$ cat config.mk
export PLATFORM = sky130hd
export DESIGN_NAME = ansi_sgr_stream_parser
export DESIGN_NICKNAME = d
export VERILOG_FILES = /design/src/rtl/asgr_pkg.sv /design/src/rtl/asgr_ram.sv /design/src/rtl/asgr_ctrl.sv /design/src/rtl/asgr_dp.sv /design/src/rtl/ansi_sgr_stream_parser.sv
export SDC_FILE = /design/constraint.sdc
export NUM_CORES = 1
export LEC_CHECK = 0
export ABC_AREA = 1
export BUFFER_PORTS_ARGS = -buffer_cell sky130_fd_sc_hd__buf_2
export CORE_ASPECT_RATIO = 1.4
export CORE_MARGIN = 5
export CORE_UTILIZATION = 45
export CTS_CLUSTER_SIZE = 12
export DETAILED_ROUTE_END_ITERATION = 12
export PLACE_DENSITY = 0.7
export RECOVER_POWER = 100
export SETUP_SLACK_MARGIN = 0.02
export SYNTH_ARGS = -nofsm -noshare
export SYNTH_HDL_FRONTEND = slang
export SYNTH_SLANG_ARGS = --single-unit
$ cat constraint.sdc
create_clock -name clock -period 11.9 [get_ports clock]
set_input_delay 1.785 -clock clock [delete_from_list [all_inputs] [get_ports clock]]
set_output_delay 1.785 -clock clock [all_outputs]
set_load 0.02 [all_outputs]
$ cat src/rtl/asgr_pkg.sv
// Shared constants, types and the colour function of the SGR stream parser.
package asgr_pkg;

   localparam int MaxParams = 16;
   localparam int IdxW = $clog2(MaxParams);
   localparam int CntW = $clog2(MaxParams + 1);

   localparam logic [15:0] EscCode = 16'h001b;
   localparam logic [15:0] FinalLo = 16'h0040;
   localparam logic [15:0] FinalHi = 16'h007e;
   localparam logic [15:0] SemiCode = 16'h003b;
   localparam logic [15:0] BrktCode = 16'h005b;
   localparam logic [15:0] MCode = 16'h006d;
   localparam logic [15:0] ZeroCode = 16'h0030;
   localparam logic [15:0] NineCode = 16'h0039;
   localparam logic [9:0] SatLimit = 10'd1023;

   // Stored part: bit 11 invalid, bit 10 empty, bits 9..0 value.
   typedef logic [11:0] part_type;

   typedef struct packed {
      logic       start;     // open a CSI sequence
      logic       digit;     // fold a digit into the current part
      logic       bad;       // mark the current part invalid
      logic       push;      // store the current part
      logic       walk_init; // reset the walk index
      logic       walk_step; // apply the entry under the walk index
      logic       load_out;  // capture a result
   } cmd_type;

   typedef struct packed {
      logic walk_done;
   } sts_type;

   localparam logic [23:0] BaseColors [16] = '{
      24'h000000, 24'hcd3131, 24'h0dbc79, 24'he5e510,
      24'h2472c8, 24'hbc3fbc, 24'h11a8cd, 24'he5e5e5,
      24'h666666, 24'hf14c4c, 24'h23d18b, 24'hf5f543,
      24'h3b8eea, 24'hd670d6, 24'h29b8db, 24'hffffff};

   localparam logic [7:0] CubeLevels [6] = '{8'd0, 8'd95, 8'd135, 8'd175, 8'd215, 8'd255};

   function automatic logic [23:0] color256(input logic [7:0] idx);
      logic [7:0] c;
      logic [7:0] rem;
      logic [7:0] g;
      logic [2:0] r6;
      logic [2:0] g6;
      logic [2:0] b6;
      c = idx - 8'd16;
      r6 = (c >= 8'd180) ? 3'd5 : (c >= 8'd144) ? 3'd4 : (c >= 8'd108) ? 3'd3 :
           (c >= 8'd72) ? 3'd2 : (c >= 8'd36) ? 3'd1 : 3'd0;
      rem = c - {5'd0, r6} * 8'd36;
      g6 = (rem >= 8'd30) ? 3'd5 : (rem >= 8'd24) ? 3'd4 : (rem >= 8'd18) ? 3'd3 :
           (rem >= 8'd12) ? 3'd2 : (rem >= 8'd6) ? 3'd1 : 3'd0;
      b6 = 3'(rem - {5'd0, g6} * 8'd6);
      g = 8'd8 + (idx - 8'd232) * 8'd10;
      if (idx < 8'd16) begin
         color256 = BaseColors[idx[3:0]];
      end else if (idx < 8'd232) begin
         color256 = {CubeLevels[r6], CubeLevels[g6], CubeLevels[b6]};
      end else begin
         color256 = {g, g, g};
      end
   endfunction

endpackage

$ cat src/rtl/asgr_ram.sv
// Generic single-port write, single-port registered-read RAM.
module asgr_ram #(
   parameter int Width = 8,
   parameter int Depth = 16
) (
   input  logic                     clock,
   input  logic                     wr_en,
   input  logic [$clog2(Depth)-1:0] wr_addr,
   input  logic [Width-1:0]         wr_data,
   input  logic [$clog2(Depth)-1:0] rd_addr,
   output logic [Width-1:0]         rd_data
);
   logic [Width-1:0] mem [Depth];
   always_ff @(posedge clock) begin
      if (wr_en) begin
         mem[wr_addr] <= wr_data;
      end
      rd_data <= mem[rd_addr];
   end
endmodule

$ cat src/rtl/asgr_ctrl.sv
// Controller state machine of the SGR stream parser.
module asgr_ctrl (
   input  logic               clock,
   input  logic               reset,
   input  logic               req_tvalid,
   output logic               req_tready,
   input  logic [15:0]        req_tdata,
   output logic               rsp_tvalid,
   input  logic               rsp_tready,
   output asgr_pkg::cmd_type  cmd,
   input  asgr_pkg::sts_type  sts
);
   typedef enum logic [2:0] {GROUND, AFTER_ESC, IN_CSI, WALK_WAIT, WALK} state_type;

   state_type state_ff, state_in;
   logic      valid_ff, valid_in;
   logic      acc;
   logic      out_free;
   logic      is_final;

   assign out_free = !valid_ff || rsp_tready;
   assign req_tready = out_free && (state_ff == GROUND || state_ff == AFTER_ESC ||
                                    state_ff == IN_CSI);
   assign acc = req_tvalid && req_tready;
   assign rsp_tvalid = valid_ff;
   assign is_final = req_tdata >= asgr_pkg::FinalLo && req_tdata <= asgr_pkg::FinalHi;

   always_comb begin
      cmd = '0;
      state_in = state_ff;
      valid_in = valid_ff && !rsp_tready;
      case (state_ff)
         GROUND, AFTER_ESC: begin
            if (acc) begin
               if (req_tdata == asgr_pkg::EscCode) begin
                  state_in = AFTER_ESC;
               end else if (state_ff == AFTER_ESC && req_tdata == asgr_pkg::BrktCode) begin
                  state_in = IN_CSI;
                  cmd.start = 1'b1;
               end else begin
                  state_in = GROUND;
                  cmd.load_out = 1'b1;
                  valid_in = 1'b1;
               end
            end
         end
         IN_CSI: begin
            if (acc) begin
               if (is_final) begin
                  cmd.push = 1'b1;
                  if (req_tdata == asgr_pkg::MCode) begin
                     cmd.walk_init = 1'b1;
                     state_in = WALK_WAIT;
                  end else begin
                     state_in = GROUND;
                  end
               end else if (req_tdata == asgr_pkg::SemiCode) begin
                  cmd.push = 1'b1;
               end else if (req_tdata >= asgr_pkg::ZeroCode &&
                            req_tdata <= asgr_pkg::NineCode) begin
                  cmd.digit = 1'b1;
               end else begin
                  cmd.bad = 1'b1;
               end
            end
         end
         WALK_WAIT: begin
            state_in = WALK;
         end
         WALK: begin
            if (sts.walk_done) begin
               state_in = GROUND;
            end else begin
               cmd.walk_step = 1'b1;
               state_in = WALK_WAIT;
            end
         end
         default: state_in = GROUND;
      endcase
   end

   always_ff @(posedge clock) begin
      if (reset) begin
         state_ff <= GROUND;
         valid_ff <= 1'b0;
      end else begin
         state_ff <= state_in;
         valid_ff <= valid_in;
      end
   end
endmodule

$ cat src/rtl/asgr_dp.sv
// Datapath of the SGR stream parser: part accumulator, parameter store and attributes.
module asgr_dp (
   input  logic               clock,
   input  logic               reset,
   input  logic [15:0]        req_tdata,
   input  asgr_pkg::cmd_type  cmd,
   output asgr_pkg::sts_type  sts,
   output logic [71:0]        rsp_tdata
);
   localparam int IdxW = asgr_pkg::IdxW;
   localparam int CntW = asgr_pkg::CntW;
   localparam int WalkW = CntW + 1;

   asgr_pkg::part_type accum_ff, accum_in;
   logic [CntW-1:0]    count_ff, count_in;
   logic [WalkW-1:0]   idx_ff, idx_in;
   logic [1:0]         ext_ff, ext_in;   // 0 none, 1 expect mode, 2 mode 5, 3 mode 2
   logic               ext_fg_ff, ext_fg_in;
   logic [1:0]         rgb_n_ff, rgb_n_in;
   logic [7:0]         r_ff, r_in, g_ff, g_in;
   logic               rgb_ok_ff, rgb_ok_in;
   logic               bold_ff, bold_in, ital_ff, ital_in, und_ff, und_in;
   logic               fga_ff, fga_in, bga_ff, bga_in;
   logic [23:0]        fg_ff, fg_in, bg_ff, bg_in;
   logic [71:0]        out_ff;

   asgr_pkg::part_type rd_data;
   logic [IdxW-1:0]    rd_addr;
   logic               wr_en;
   logic [13:0]        prod;
   logic [9:0]         base;
   logic [WalkW-1:0]   cnt_w;
   logic               p_ok;
   logic [9:0]         pv;
   logic [9:0]         code;
   logic               byte_ok;

   assign wr_en = cmd.push && count_ff < CntW'(asgr_pkg::MaxParams);
   assign rd_addr = idx_in[IdxW-1:0];
   assign cnt_w = WalkW'(count_ff);

   asgr_ram #(.Width(12), .Depth(asgr_pkg::MaxParams)) u_store (
      .clock(clock), .wr_en(wr_en), .wr_addr(count_ff[IdxW-1:0]), .wr_data(accum_ff),
      .rd_addr(rd_addr), .rd_data(rd_data));

   assign sts.walk_done = idx_ff >= cnt_w;
   assign base = accum_ff[10] ? 10'd0 : accum_ff[9:0];
   assign prod = {1'b0, base, 3'b000} + {3'b000, base, 1'b0} + 14'(req_tdata[3:0]);
   assign p_ok = rd_data[11:10] == 2'b00;
   assign pv = rd_data[9:0];
   assign code = rd_data[10] ? 10'd0 : pv;
   assign byte_ok = p_ok && pv <= 10'd255;

   always_comb begin
      accum_in = accum_ff;
      count_in = count_ff;
      idx_in = idx_ff;
      ext_in = ext_ff;
      ext_fg_in = ext_fg_ff;
      rgb_n_in = rgb_n_ff;
      r_in = r_ff;
      g_in = g_ff;
      rgb_ok_in = rgb_ok_ff;
      bold_in = bold_ff; ital_in = ital_ff; und_in = und_ff;
      fga_in = fga_ff; bga_in = bga_ff; fg_in = fg_ff; bg_in = bg_ff;
      if (cmd.start) begin
         count_in = '0;
         accum_in = 12'h400;
      end
      if (cmd.digit) begin
         accum_in = {accum_ff[11], 1'b0,
                     (prod > 14'(asgr_pkg::SatLimit)) ? asgr_pkg::SatLimit : prod[9:0]};
      end
      if (cmd.bad) begin
         accum_in = {1'b1, 1'b0, accum_ff[9:0]};
      end
      if (cmd.push) begin
         if (wr_en) count_in = count_ff + 1'b1;
         accum_in = 12'h400;
      end
      if (cmd.walk_init) begin
         idx_in = '0;
         ext_in = 2'd0;
      end
      if (cmd.walk_step) begin
         idx_in = idx_ff + 1'b1;
         case (ext_ff)
            2'd1: begin
               ext_in = 2'd0;
               if (p_ok && pv == 10'd5 && idx_ff + 1'b1 < cnt_w) begin
                  ext_in = 2'd2;
               end else if (p_ok && pv == 10'd2 && idx_ff + 2'd3 < cnt_w) begin
                  ext_in = 2'd3;
                  rgb_n_in = 2'd0;
                  rgb_ok_in = 1'b1;
               end
            end
            2'd2: begin
               ext_in = 2'd0;
               if (byte_ok) begin
                  if (ext_fg_ff) begin
                     fga_in = 1'b1; fg_in = asgr_pkg::color256(pv[7:0]);
                  end else begin
                     bga_in = 1'b1; bg_in = asgr_pkg::color256(pv[7:0]);
                  end
               end
            end
            2'd3: begin
               rgb_ok_in = rgb_ok_ff && byte_ok;
               rgb_n_in = rgb_n_ff + 1'b1;
               if (rgb_n_ff == 2'd0) r_in = pv[7:0];
               if (rgb_n_ff == 2'd1) g_in = pv[7:0];
               if (rgb_n_ff == 2'd2) begin
                  ext_in = 2'd0;
                  if (rgb_ok_ff && byte_ok) begin
                     if (ext_fg_ff) begin
                        fga_in = 1'b1; fg_in = {r_ff, g_ff, pv[7:0]};
                     end else begin
                        bga_in = 1'b1; bg_in = {r_ff, g_ff, pv[7:0]};
                     end
                  end
               end
            end
            default: begin
               if (!rd_data[11]) begin
                  if (code == 10'd0) begin
                     bold_in = 1'b0; ital_in = 1'b0; und_in = 1'b0;
                     fga_in = 1'b0; bga_in = 1'b0; fg_in = '0; bg_in = '0;
                  end else if (code == 10'd1) bold_in = 1'b1;
                  else if (code == 10'd3) ital_in = 1'b1;
                  else if (code == 10'd4) und_in = 1'b1;
                  else if (code == 10'd22) bold_in = 1'b0;
                  else if (code == 10'd23) ital_in = 1'b0;
                  else if (code == 10'd24) und_in = 1'b0;
                  else if (code >= 10'd30 && code <= 10'd37) begin
                     fga_in = 1'b1; fg_in = asgr_pkg::BaseColors[4'(code - 10'd30)];
                  end else if (code == 10'd39) begin
                     fga_in = 1'b0; fg_in = '0;
                  end else if (code >= 10'd40 && code <= 10'd47) begin
                     bga_in = 1'b1; bg_in = asgr_pkg::BaseColors[4'(code - 10'd40)];
                  end else if (code == 10'd49) begin
                     bga_in = 1'b0; bg_in = '0;
                  end else if (code >= 10'd90 && code <= 10'd97) begin
                     fga_in = 1'b1; fg_in = asgr_pkg::BaseColors[4'(code - 10'd82)];
                  end else if (code >= 10'd100 && code <= 10'd107) begin
                     bga_in = 1'b1; bg_in = asgr_pkg::BaseColors[4'(code - 10'd92)];
                  end else if ((code == 10'd38 || code == 10'd48) &&
                               idx_ff + 1'b1 < cnt_w) begin
                     ext_in = 2'd1;
                     ext_fg_in = code == 10'd38;
                  end
               end
            end
         endcase
      end
   end

   always_ff @(posedge clock) begin
      if (reset) begin
         accum_ff <= 12'h400;
         count_ff <= '0;
         idx_ff <= '0;
         ext_ff <= 2'd0;
         bold_ff <= 1'b0; ital_ff <= 1'b0; und_ff <= 1'b0;
         fga_ff <= 1'b0; bga_ff <= 1'b0; fg_ff <= '0; bg_ff <= '0;
      end else begin
         accum_ff <= accum_in;
         count_ff <= count_in;
         idx_ff <= idx_in;
         ext_ff <= ext_in;
         bold_ff <= bold_in; ital_ff <= ital_in; und_ff <= und_in;
         fga_ff <= fga_in; bga_ff <= bga_in; fg_ff <= fg_in; bg_ff <= bg_in;
      end
      ext_fg_ff <= ext_fg_in;
      rgb_n_ff <= rgb_n_in;
      r_ff <= r_in;
      g_ff <= g_in;
      rgb_ok_ff <= rgb_ok_in;
      if (cmd.load_out) begin
         out_ff <= {3'd0,
                    bga_ff ? {bg_ff[7:0], bg_ff[15:8], bg_ff[23:16]} : 24'd0, bga_ff,
                    fga_ff ? {fg_ff[7:0], fg_ff[15:8], fg_ff[23:16]} : 24'd0, fga_ff,
                    und_ff, ital_ff, bold_ff, req_tdata};
      end
   end

   assign rsp_tdata = out_ff;
endmodule

$ cat src/rtl/ansi_sgr_stream_parser.sv
// Top level of the ANSI CSI/SGR stream parser.
//  channel | direction | content
//  req     | in        | tdata[15:0] char_code
//  rsp     | out       | tdata[68:0] text_char, bold, italic, underline, fg set/rgb, bg set/rgb
// A plain character goes to a result register that parts the two sides.
// A final 'm' stalls input while the store is walked
// through its single registered read port.
// Reset is synchronous and clears the mode, attributes and colours.
module ansi_sgr_stream_parser (
   input  logic         clock,
   input  logic         reset,
   input  logic         req_tvalid,
   output logic         req_tready,
   input  logic [15:0]  req_tdata,  // char_code[15:0]
   output logic         rsp_tvalid,
   input  logic         rsp_tready,
   // text_char[15:0], bold[16], italic[17], underline[18], fg_set[19], fg_red[27:20],
   // fg_green[35:28], fg_blue[43:36], bg_set[44], bg_red[52:45], bg_green[60:53],
   // bg_blue[68:61], zero fill above
   output logic [71:0]  rsp_tdata
);
   asgr_pkg::cmd_type cmd;
   asgr_pkg::sts_type sts;

   asgr_ctrl u_ctrl (.clock(clock), .reset(reset), .req_tvalid(req_tvalid),
      .req_tready(req_tready), .req_tdata(req_tdata), .rsp_tvalid(rsp_tvalid),
      .rsp_tready(rsp_tready), .cmd(cmd), .sts(sts));

   asgr_dp u_dp (.clock(clock), .reset(reset), .req_tdata(req_tdata), .cmd(cmd),
      .sts(sts), .rsp_tdata(rsp_tdata));

`ifndef SYNTHESIS
   a_stall: assert property (@(posedge clock) disable iff (reset)
      rsp_tvalid && !rsp_tready |=> rsp_tvalid) else $error("result lost");
   a_walk_block: assert property (@(posedge clock) disable iff (reset)
      cmd.walk_step |-> !req_tready) else $error("input taken during walk");
   a_one_cmd: assert property (@(posedge clock) disable iff (reset)
      $onehot0({cmd.start, cmd.digit, cmd.bad, cmd.push})) else $error("command clash");
`endif
endmodule

== Word level (Yosys, flattened, before mapping) ==
Memories as Yosys holds them, arrays and structs flattened. A register that Yosys moved wholly into a read port is not among the register bits.
Cells that the tools add are included.
Widths: inputs -> output; s select.

* Memory bits (read-only): 2,112
* Output and inout port bits: 74
* RAM bits: 192
* Word-level logic and storage cells: 421
* Register bits: 171
* Bits in latches: 0
* Memories kept: 9

{| class="wikitable"
|+ Memory list
! memory !! words !! bits a word !! read ports !! clocked after Yosys merged registers in !! wr ports !! line !! text
|-
| (name not given) || 16 || 24 || 1 || 0 || 0 || asgr_dp.sv:140 || <nowiki>bga_in = 1'b1; bg_in = asgr_pkg::BaseColors[4'(code - 10'd40)];</nowiki>
|-
| (name not given) || 16 || 24 || 1 || 0 || 0 || asgr_dp.sv:144 || <nowiki>fga_in = 1'b1; fg_in = asgr_pkg::BaseColors[4'(code - 10'd82)];</nowiki>
|-
| (name not given) || 16 || 24 || 1 || 0 || 0 || asgr_dp.sv:146 || <nowiki>bga_in = 1'b1; bg_in = asgr_pkg::BaseColors[4'(code - 10'd92)];</nowiki>
|-
| (name not given) || 16 || 24 || 1 || 0 || 0 || asgr_pkg.sv:59 || <nowiki>color256 = BaseColors[idx[3:0]];</nowiki>
|-
| (name not given) || 16 || 24 || 1 || 0 || 0 || asgr_dp.sv:136 || <nowiki>fga_in = 1'b1; fg_in = asgr_pkg::BaseColors[4'(code - 10'd30)];</nowiki>
|-
| u_dp.u_store.mem || 16 || 12 || 1 || 1 || 1 || asgr_ram.sv:13 || <nowiki>logic [Width-1:0] mem [Depth];</nowiki>
|-
| +3 memories || -- || -- || -- || -- || -- || -- ||
|}

* Equal/unequal tests: 58
* Reduce and logical (&&, ||, !) cells: 55
* Add/sub/neg operators: 15
* Mux-type cells: 194
* Multiply operators: 3
* Bitwise logic cells: 25
* Magnitude comparators: 38
* Divide/modulo/power cells: 0
* Shift-type cells: 0

{| class="wikitable"
|+ Operators by type and width
! operator !! number
|-
| $mux 24 || 49
|-
| $pmux 24 s3 || 2
|-
| $mux 1 || 79
|-
| $mux 2 || 28
|-
| $mux 8 || 6
|-
| $eq 10x6->1 const B || 4
|-
| $mux 12 || 3
|-
| $reduce_and 17->1 || 2
|-
| $mux 3 || 11
|-
| $eq 16x7->1 const B || 2
|-
| $ne 4x3->1 const B || 8
|-
| $eq 10x5->1 const B || 3
|-
| $mux 10 || 3
|-
| $ge 5x5->1 const B || 5
|-
| $not 4->5 || 5
|-
| $ge 8x5->1 const B || 3
|-
| $ne 2x1->1 const B || 11
|-
| $ne 3x1->1 const B || 7
|-
| $eq 10x2->1 const B || 2
|-
| $eq 10x3->1 const B || 2
|-
| $ge 10x7->1 const B || 2
|-
| $le 10x6->1 const B || 2
|-
| $le 10x7->1 const B || 2
|-
| $logic_and 1x1->1 || 18
|-
| other kinds (74) || 129
|}

== Depth between registers and ports, before layout ==
Gate-level depths: netlist (run 1).

* Depth in word-level cells: 26
* Depth in mapped cells: 37

== Hierarchy ==
A second synthesis (run 1) with hierarchy kept.

* Cell total of the unflattened synthesis: 2,518
* Area total of the unflattened synthesis: 20,793.7 um^2

{| class="wikitable"
|+ Modules (own cells, without submodules)
! module !! area an instance (um^2) !! times used !! cells an instance
|-
| asgr_dp || 11,733.8 || 1 || 1,607
|-
| asgr_ram || 8,558.2 || 1 || 815
|-
| asgr_ctrl || 501.7 || 1 || 96
|}

== Worst setup path after synthesis (run 1) ==
Ideal clock, no wire load.

* Path kind: register to register
* Start point: register u_dp.u_store.rd_data[4], read port of u_dp.u_store.mem
* End point: register u_dp.bg_ff[6]
* Required time: 11.783 ns
* Period minus slack after synthesis: 4.731 ns
* Path slack: 7.169 ns
* Cell stages (with the launch flop): 32
* Data arrival time: 4.614 ns
* Setup time: 0.117 ns
* Path buffers: 0
* Cells stage by stage: dfxtp_1 -> inv_1 -> ha_1 -> inv_1 -> nand2_1 -> nand2_1 -> inv_1 -> a21oi_1 -> nand2_1 -> a21oi_1 -> inv_1 -> ha_1 -> fa_1 -> nand3b_1 -> nand3_1 -> nand2_1 -> nor2_1 -> nand3_1 -> nor2_2 -> inv_1 -> nor2_1 -> inv_1 -> ha_1 -> xnor2_1 -> xor2_1 -> nand2_1 -> o21ai_0 -> a21oi_1 -> a22oi_1 -> o21ai_0 -> nor2_1 -> nor2_1

* Longest elaborated chain between the ends: 26
* Elaborated cells between the ends (all ways): 89
* Classes of those cells: add/sub (5); mul (3); order compare (21); eq/ne (19); mux (30); bitwise (1); reduce/logical (9); memory (1)

{| class="wikitable"
|+ RTL lines
! element !! line !! text
|-
| start: declaration || asgr_ram.sv:11 || <nowiki>output logic [Width-1:0] rd_data</nowiki>
|-
| $sub 8x5->8 || asgr_pkg.sv:50 || <nowiki>c = idx - 8'd16;</nowiki>
|-
| $ge 8x6->1 || asgr_pkg.sv:52 || <nowiki>(c >= 8'd72) ? 3'd2 : (c >= 8'd36) ? 3'd1 : 3'd0;</nowiki>
|-
| $mux 1 || asgr_pkg.sv:52 ||
|-
| $mux 3 || asgr_pkg.sv:52 ||
|-
| $mux 3 (3 in series) || asgr_pkg.sv:51 || <nowiki>r6 = (c >= 8'd180) ? 3'd5 : (c >= 8'd144) ? 3'd4 : (c >= 8'd108) ? 3'd3 :</nowiki>
|-
| $mul 3x4->6 || asgr_pkg.sv:53 || <nowiki>rem = c - {5'd0, r6} * 8'd36;</nowiki>
|-
| $sub 8x8->8 || asgr_pkg.sv:53 ||
|-
| $ge 8x3->1 || asgr_pkg.sv:55 || <nowiki>(rem >= 8'd12) ? 3'd2 : (rem >= 8'd6) ? 3'd1 : 3'd0;</nowiki>
|-
| (+7 left out) || -- ||
|-
| $not 3->4 (not written as such) || asgr_pkg.sv:61 || <nowiki>color256 = {CubeLevels[r6], CubeLevels[g6], CubeLevels[b6]};</nowiki>
|-
| $mem_v2 8x8 || -- ||
|-
| $mux 8 (2 in series) || -- ||
|-
| $mux 24 || asgr_pkg.sv:60 || <nowiki>end else if (idx < 8'd232) begin</nowiki>
|-
| $mux 24 || asgr_pkg.sv:58 || <nowiki>if (idx < 8'd16) begin</nowiki>
|-
| $mux 24 || asgr_dp.sv:101 || <nowiki>if (ext_fg_ff) begin</nowiki>
|-
| $mux 24 || asgr_dp.sv:100 || <nowiki>if (byte_ok) begin</nowiki>
|-
| $pmux 24 s3 || asgr_dp.sv:87 || <nowiki>case (ext_ff)</nowiki>
|-
| end signal: assignment || asgr_dp.sv:172 || <nowiki>fga_ff <= fga_in; bga_ff <= bga_in; fg_ff <= fg_in; bg_ff <= bg_in;</nowiki>
|-
| end: declaration || asgr_dp.sv:24 || <nowiki>logic [23:0] fg_ff, fg_in, bg_ff, bg_in;</nowiki>
|}

Parallel ways exist; a longest one is shown, timed or not. The select of a mux whose other input is x is not followed.
A chain may end at the register's enable or synchronous reset.

== Worst setup path in the final report (run 1) ==
* Start point: input port req_tdata[8]
* End point: register u_dp.u_store.rd_data[3], read port of u_dp.u_store.mem

* Longest elaborated chain between the ends: 7
* Elaborated cells between the ends (all ways): 10
* Classes of those cells: order compare (2); eq/ne (1); mux (6); reduce/logical (1)

{| class="wikitable"
|+ RTL lines
! element !! line !! text
|-
| start: declaration || ansi_sgr_stream_parser.sv:14 || <nowiki>input logic [15:0] req_tdata,</nowiki>
|-
| $ge 16x7->1 (tied with other cells) || asgr_ctrl.sv:26 || <nowiki>assign is_final = req_tdata >= asgr_pkg::FinalLo && req_tdata <= asgr_pkg::FinalHi;</nowiki>
|-
| $logic_and 1x1->1 / $mux 1 (equally long branches) || asgr_ctrl.sv:26, asgr_ctrl.sv:51 ||
|-
| $mux 1 * || asgr_ctrl.sv:49 || <nowiki>if (is_final) begin</nowiki>
|-
| $mux 4 * || asgr_ctrl.sv:48 || <nowiki>if (acc) begin</nowiki>
|-
| $mux 4 * || asgr_ctrl.sv:32 || <nowiki>case (state_ff)</nowiki>
|-
| $mux 6 * || asgr_dp.sv:81 || <nowiki>if (cmd.walk_init) begin</nowiki>
|-
| $mux 6 * || asgr_dp.sv:85 || <nowiki>if (cmd.walk_step) begin</nowiki>
|}

Every way passes the cells marked *; elsewhere a longest branch is shown, timed or not. The select of a mux whose other input is x is not followed.

==> reports/qor.txt, run 1 <==
Final Hold Viols = 0
Final setup margin = 3.76 ns
Yosys warning total = 0
Slew HR = -182%
Sequential share of the synthesized area = 49.2%
Post-synth top flop = edfxtp_1
Finish-stage setup viols = 0
Antenna-violating nets left = 0
ANT cells = 0
CTS tree = built
GRT met2 Usage = 45.7%
Met1 usage = 27.9%
Dpl ws = 6.06 ns
Slowest stage delay, CP = 3.06 ns
Top cell type by total area after synthesis = edfxtp_1
Final min period = 8.14 ns
Number of global-route vias before repair = 17.5k
Die span in y = 266 µm
Vias per cell = 5.63
GR peak layer = met2
Initial antenna violation count = 0
Number of synthesized register bits = 375
FF+latch area = 10300 µm²
HP Class = register to register
Hold Path Origin = u_dp.und_ff
Area Growth Syn to Fin = 9.16%
CP max FO = 105
Core ar. = 46100 µm²
Final worst path period share = 68.4%
Top-count cell post-synth = nand2_1
CTS Buf Count = 41
Area of the multi-input gates = 8860 µm²
Die area = 51100 µm²
Largest net degree at the start of global routing = 106
Gp weighted congestion = 1.02
Slowest CP cell = clkbuf_1
Number of I/O pins = 94
Clock sink count = 375
WHS Path Cells = 0
Leak = 0.00985 µW
Ratio of cells with drive above 1 in the final layout = 4.61%
Maximum clock path buffer count = 3
WP data required = 12.32 ns
Fill cells = 4465
CP bufs+invs = 2
Fin Setup TNS = 0 ns
GR Overflow Total = 0
Cells after Synth = 2508
Most used cell, CP = nand2_1
Maximum vdd drop = 125 µV
1st-pass router iterations = 8
Endpoint class of the critical path = register
Worst reg-to-reg path cell count = 19
PostCTS Resize Cnt = 0
Failing checks = max-capacitance violations, max-slew violations
Worst Setup Start Kind = input port
Clock slew at reported path FFs = 0.06 ns
Area contributors post-synth = edfxtp_1, nand2_1, dfxtp_1
Cell Area, Synth = 21000 µm²
Final nets = 2671
Outcome = finished, violations left
Worst r2r src = u_dp.u_store.rd_data[1]
Pwr Density = 116 nW/µm²
First-pass GRT wire length = 102000 µm
Post-synth cell types = 62
Commonest cells post-synth = nand2_1, inv_1, edfxtp_1
Setup Fix Bufs, Post-CTS = 0
GR Util met3 = 3.69%
Worst Hold Path EP = u_dp.rsp_tdata[18]
Crit path DAT = 8.56 ns
Syn avg cell area = 8.37 µm²
Number of flops mapped to enable cells by yosys = 281
Hpwl dp = 48700 µm
Pwr Total = 2670 µW
PortBufs = 90
Via count = 18.0k
Initial core utilization = 45.6%
Hold buffers post-CTS = 0
Post-synth ARST share = 0%
Avg WL per Cell = 21.2 µm
Routed WL = 67700 µm
Unrepaired setup endpoints after global routing = false
Share of the synthesized area in the top cell type = 40.2%
FP Rows = 93
Worst path cell trace = clkbuf_1 -> nor2_1 -> nand4_1 -> nor2_1 -> nand3_1 -> nand2_1 -> nand2_1 -> nand2_1 -> clkbuf_1 -> nand2_1 -> o211ai_1 -> nand3_1 -> nand3_1 -> nand2_1
CP top delay family = simple AND/OR/NAND/NOR gates
H-tree lvl count = 2
DRC violations left = 0
Skew final = 0.0279 ns
R2R Setup Slk = 3.98 ns
Worst Setup Path Type = input port to register
FMAX = 123 MHz
Tot GR Track Use = 25.9%
Die Wd = 193 µm
Reg2reg end = u_dp.bg_ff[13]
DRT iter0 DRCs = 1383
Max-Cap Viols = 8
Worst slew pin tran = 4.23 ns
Pins Over Slew Limit = 411
Clock Latency Late Sink = 0.58 ns
Clk root buf = clkbuf_16
state kept, by name (all words and copies together), names as in the netlist, 2 cells and up:
signal,flops
u_dp.u_store.mem,192
u_dp.rsp_tdata,69
u_dp.bg_ff,24
u_dp.fg_ff,24
u_dp.accum_ff,12
u_dp.u_store.rd_data,12
u_dp.g_ff,8
u_dp.r_ff,8
u_dp.idx_ff,6
u_dp.count_ff,5
u_ctrl.state_ff,3
u_dp.ext_ff,2
u_dp.rgb_n_ff,2
per-layer routing:
metal,vias up,wire [µm]
met2,806,34100
met4,0,5970
met1,8424,23500
met5,-,0
li1,8524,-
met3,259,4100
placed cells by master (no fill, tap or decap), types with 18 or more instances in the layout:
| cell type | instances |
|---|---|
| xor2_1 | 18 |
| nand3_1 | 163 |
| edfxtp_1 | 281 |
| inv_1 | 313 |
| clkbuf_1 | 115 |
| o211ai_1 | 70 |
| a21oi_1 | 117 |
| o21ai_0 | 170 |
| clkbuf_16 | 41 |
| nand2_1 | 578 |
| nor2_1 | 252 |
| dfxtp_1 | 94 |
| ha_1 | 91 |
| nor3_1 | 38 |
cell type report:
cell class              count  share of cell area, %
flip-flops and latches    375                   45.0
multi-input cells        1689                   38.7
inverters                 333                   5.46
clock buffers              55                   4.97
well taps                 617                   3.37
repair buffers            116                   2.03
clock inverters            14                  0.480
how the worst max path moves through the flow:
stage,end,cells past startpoint,startpoint
after floorplan,u_dp.bg_ff[6],31,u_dp.u_store.rd_data[4]
after global placement,u_dp.fg_ff[1],32,u_dp.u_store.rd_data[4]
after detailed placement,u_dp.fg_ff[1],32,u_dp.u_store.rd_data[4]
after CTS,u_dp.fg_ff[1],32,u_dp.u_store.rd_data[4]
after global routing,u_dp.u_store.rd_data[7],17,req_tdata[6]
final,u_dp.u_store.rd_data[3],14,req_tdata[8]
power breakdown:
group	switching (µW)	internal (µW)	leakage, µW
registers	2.96	1410	0.00345
clock network	519	691	0.000613
logic	41.2	9.15	0.00580
cells by family (layout without fill, tap and decap cells):
kind of cell               count (synthesis)  in the layout  synth area share, %
and+or+nand+nor                         1098           1098                 22.1
other                                      1              3               0.0179
adders and majority gates                 95             95                 5.81
buffers and inverters                    446            518                 8.58
AOI/OAI and AO/OA                        468            468                 13.3
DFF                                      375            375                 49.2
xor gates and xnor gates                  25             25                 1.04
stage by stage:
step	instances	hold WS, ns	utilization (%)	cell area, µm²
final	3199	0.461	49.7	22900
after global routing	3199	0.484	49.7	22900
after CTS	3199	0.468	50.2	23100
after detailed placement	3130	0.460	47.5	21900
after global placement	3130	0.453	47.5	21900
after floorplan	2510	0.403	-	21000
worst register-to-register path, stage by stage, from the launching register on:
cell      delay [ns]
dfxtp_1         0.30
clkbuf_1        0.75
inv_1           0.54
nor2_1          1.15
clkinv_1        0.80
ha_1            0.58
nand2_1         0.12
inv_1           0.05
nand3_1         0.29
clkinv_1        0.15
nor2_2          0.09
clkbuf_1        0.94
nand2_2         0.13
nand2_2         0.13
nor2_1          0.06
nand3_1         0.50
inv_1           0.64
o21ai_0         0.38
o21bai_1        0.16
inv_1           0.05
(Power assumes the default switching activity.)
==> run 2: changes to the inputs <==
--- a/config.mk
+++ b/config.mk
@@ -5,7 +5,7 @@
 export SDC_FILE = /design/constraint.sdc
 export NUM_CORES = 1
 export LEC_CHECK = 0
-export ABC_AREA = 1
+export ABC_AREA = 0
 export BUFFER_PORTS_ARGS = -buffer_cell sky130_fd_sc_hd__buf_2
 export CORE_ASPECT_RATIO = 1.4
 export CORE_MARGIN = 5
==> constraint.sdc (replaced) <==
create_clock -name clock -period 8.37 [get_ports clock]
set_input_delay 1.2555 -clock clock [delete_from_list [all_inputs] [get_ports clock]]
set_output_delay 1.2555 -clock clock [all_outputs]
set_load 0.02 [all_outputs]
==> run 2 against run 1 <==
Against the previous run:
- the flow still finishes with violations (max-capacitance violations, max-slew violations)
- cell count fell by 19%
- sequential cell count did not move
- hold slack improved by 0.023 ns
- via count fell by 9.5%
- largest cell class unchanged
- highest routed layer unchanged
==> reports/qor.txt, run 2 <==
WHS Path Cells = 0 (unchanged)
Ratio of cells with drive above 1 in the final layout = 5.58% (was 4.61%)
FP Rows = 91 (was 93)
Final Hold Viols = 0 (unchanged)
Sw Ratio = 21.1% (about the same)
Commonest cells after routing, fill and taps aside = edfxtp_1, nand2_1, a21oi_1 (was nand2_1, inv_1, edfxtp_1)
Sequential share of the synthesized area = 51.2% (was 49.2%)
1st-pass router iterations = 6 (was 8)
Crit path DAT = 7.34 ns (was 8.56 ns)
Fill cells = 4066 (was 4465)
Pwr Density = 170 nW/µm² (was 116 nW/µm²)
Via count = 16.3k (was 18.0k)
Final nets = 2126 (was 2671)
Worst Setup Path Type = register to register (was input port to register)
M1 wire length = 22200 µm (was 23500 µm)
Die Wd = 189 µm (was 193 µm)
Area contributors post-synth = edfxtp_1, dfxtp_1, ha_1 (was edfxtp_1, nand2_1, dfxtp_1)
Reg with most FFs = u_dp.u_store.mem (unchanged)
Internal = 2960 µW (was 2110 µW)
Clock Latency Late Sink = 0.56 ns (was 0.58 ns)
Unrepaired setup endpoints after global routing = false (unchanged)
Hold slack = 0.484 ns (was 0.461 ns)
Gp weighted congestion = 0.986 (was 1.02)
Avg WL per Cell = 24.1 µm (was 21.2 µm)
Post-synth cell types = 87 (was 62)
Core ar. = 44200 µm² (was 46100 µm²)
Number of flip-flops in the largest register = 192 (unchanged)
Hold buffers post-CTS = 0 (unchanged)
Area Growth Syn to Fin = 9.53% (was 9.16%)
Share of the synthesized area in the top cell type = 41.9% (was 40.2%)
Die area = 49200 µm² (was 51100 µm²)
Pwr Total = 3750 µW (was 2670 µW)
Worst reg-to-reg path cell count = 18 (was 19)
Clock slew at reported path FFs = 0.06 ns (about the same)
PortBufs = 90 (unchanged)
WP data required = 8.83 ns (was 12.32 ns)
Max-Cap Viols = 8 (unchanged)
First-pass GRT wire length = 95600 µm (was 102000 µm)
Combinational power share = 1.8% (was 1.9%)
Yosys warning total = 0 (unchanged)
Failing checks = max-capacitance violations, max-slew violations (unchanged)
Syn avg cell area = 10.2 µm² (was 8.37 µm²)
Cell Area, Synth = 20100 µm² (was 21000 µm²)
Skew final = 0.0217 ns (was 0.0279 ns)
NetSw = 792 µW (was 564 µW)
Number of synthesized register bits = 375 (unchanged)
Fin Setup TNS = 0 ns (unchanged)
ANT cells = 0 (unchanged)
Cells after Synth = 1980 (was 2508)
Vias per cell = 6.27 (was 5.63)
Largest net degree at the start of global routing = 86 (was 106)
Maximum vdd drop = 170 µV (was 125 µV)
Number of global-route vias before repair = 16.1k (was 17.5k)
Endpoint class of the critical path = register (unchanged)
Tot GR Track Use = 24.9% (was 25.9%)
Clock sink count = 375 (unchanged)
DRC violations left = 0 (unchanged)
Final min period = 6.88 ns
Placed cells = 2528 (was 3130)
Number of flops mapped to enable cells by yosys = 281 (unchanged)
Number of I/O pins = 94 (unchanged)
CTS tree = built (unchanged)
Initial core utilization = 45.6% (about the same)
Final worst path period share = 82.2%
Die span in y = 260 µm (was 266 µm)
Routed length on met3 = 3840 µm (was 4100 µm)
Post-synth ARST share = 0% (unchanged)
DRT iter0 DRCs = 1476 (was 1383)
Slew HR = -126% (was -182%)
FMAX = 145 MHz
PostCTS Resize Cnt = 0 (unchanged)
CP max FO = 47 (was 105)
Top cell type by total area after synthesis = edfxtp_1 (unchanged)
Commonest cells post-synth = edfxtp_1, nand2_1, a21oi_1 (was nand2_1, inv_1, edfxtp_1)
Commonest non-fill, non-tap cell in the layout = edfxtp_1 (was nand2_1)
Initial antenna violation count = 0 (unchanged)
H-tree lvl count = 2 (unchanged)
Final core utilization = 49.9% (was 49.7%)
Antenna-violating nets left = 0 (unchanged)
Final Instance Count excl. Fillers = 2600 (was 3199)
Post-synth top flop = edfxtp_1 (unchanged)
Leak = 0.00797 µW (was 0.00985 µW)
Clk root buf = clkbuf_16 (unchanged)
HP Class = register to register (unchanged)
Clk network pwr share = 44.8% (was 45.4%)
Pins Over Slew Limit = 262 (was 411)
Routed WL = 62800 µm (was 67700 µm)
Worst slew pin tran = 3.39 ns (was 4.23 ns)
Flop pwr share = 53.4% (was 52.8%)
Worst Setup Start Kind = register (was input port)
Top routing layer used = met4 (unchanged)
Setup Fix Bufs, Post-CTS = 0 (unchanged)
Wire length on met2 = 31900 µm (was 34100 µm)
Hpwl dp = 43300 µm (was 48700 µm)
Outcome = finished, violations left (unchanged)
Maximum clock path buffer count = 3 (unchanged)
Finish-stage setup viols = 0 (unchanged)
Top-count cell post-synth = edfxtp_1 (was nand2_1)
GR Overflow Total = 0 (unchanged)
CTS Buf Count = 39 (was 41)
-- run 2: cell count changes after synthesis, moves of 25 or more --
cell	delta
a21oi_1	+62
a221oi_1	+61
o211ai_1	-44
o21ai_0	-67
inv_1	-262
a211oi_1	+25
and2_1	+60
nand2_1	-371
nor2_1	-75
mux2i_1	+49
clkbuf_1	+50
nand3_1	-117
-- run 2: layout make-up --
type	count	area (µm²)	share of cell area, %
well taps	558	698	3.16
inverters	53	199	0.902
clock buffers	65	1150	5.20
flip-flops and latches	375	10300	46.8
clock inverters	7	78.8	0.357
repair buffers	134	606	2.75
multi-input cells	1408	9010	40.9
-- run 2: worst max-delay path, stage by stage (launching register included) --
cell and delay (ns):
dfxtp_1 0.30, clkbuf_1 1.48, inv_1 0.93, fa_1 0.69
nor2b_1 0.13, o21a_1 0.14, o21a_1 0.11, o22ai_1 0.10
nor3_1 0.57, o211ai_1 0.34, ha_1 0.39, xnor3_1 0.45
nand2_1 0.14, a211oi_1 0.08, nor3_1 0.27, a21oi_1 0.06
nor2_1 0.24, a41oi_1 0.07, a211oi_1 0.25
-- run 2: path summary, 6_finish.rpt --
path	slack, ns	endpoint	start
setup / recovery	1.49	u_dp.bg_ff[1]	u_dp.u_store.rd_data[3]
hold / removal	0.48	u_dp.rsp_tdata[17]	u_dp.ital_ff
hold reg to reg	0.48	u_dp.rsp_tdata[17]	u_dp.ital_ff
setup reg to reg	1.49	u_dp.bg_ff[1]	u_dp.u_store.rd_data[3]
-- run 2: through the flow --
step                      setup slack (ns)  instance area (µm²)
after CTS                             2.57                22300
after floorplan                       3.53                20100
after global placement                2.85                21100
final                                 1.49                22100
after detailed placement              2.63                21100
after global routing                  1.08                22100
-- run 2: kinds of logic after synthesis --
kind of cell,share of synthesized area (%)
DFF,51.2
other,0.0186
and+or+nand+nor,15.3
muxes,2.44
adders and majority gates,6.10
xor gates and xnor gates,1.37
buffers and inverters,4.12
AOI/OAI and AO/OA,19.4
-- run 2: power groups by stage --
stage	Sequential, µW	Combinational [µW]	Clock (µW)
2_1_floorplan	2060	21.0	0
3_3_place_gp	2040	72.8	0
3_5_place_dp	2040	73.9	0
4_1_cts	2000	74.0	1710
5_1_grt	2000	72.3	1780
6_report	2000	66.6	1680
-- run 2: metal layers --
layer / vias up / global-route usage (%)
met5: - / 0
met4: 0 / 16.4
met3: 226 / 3.59
met2: 726 / 44.8
met1: 7883 / 27.3
li1: 7472 / -
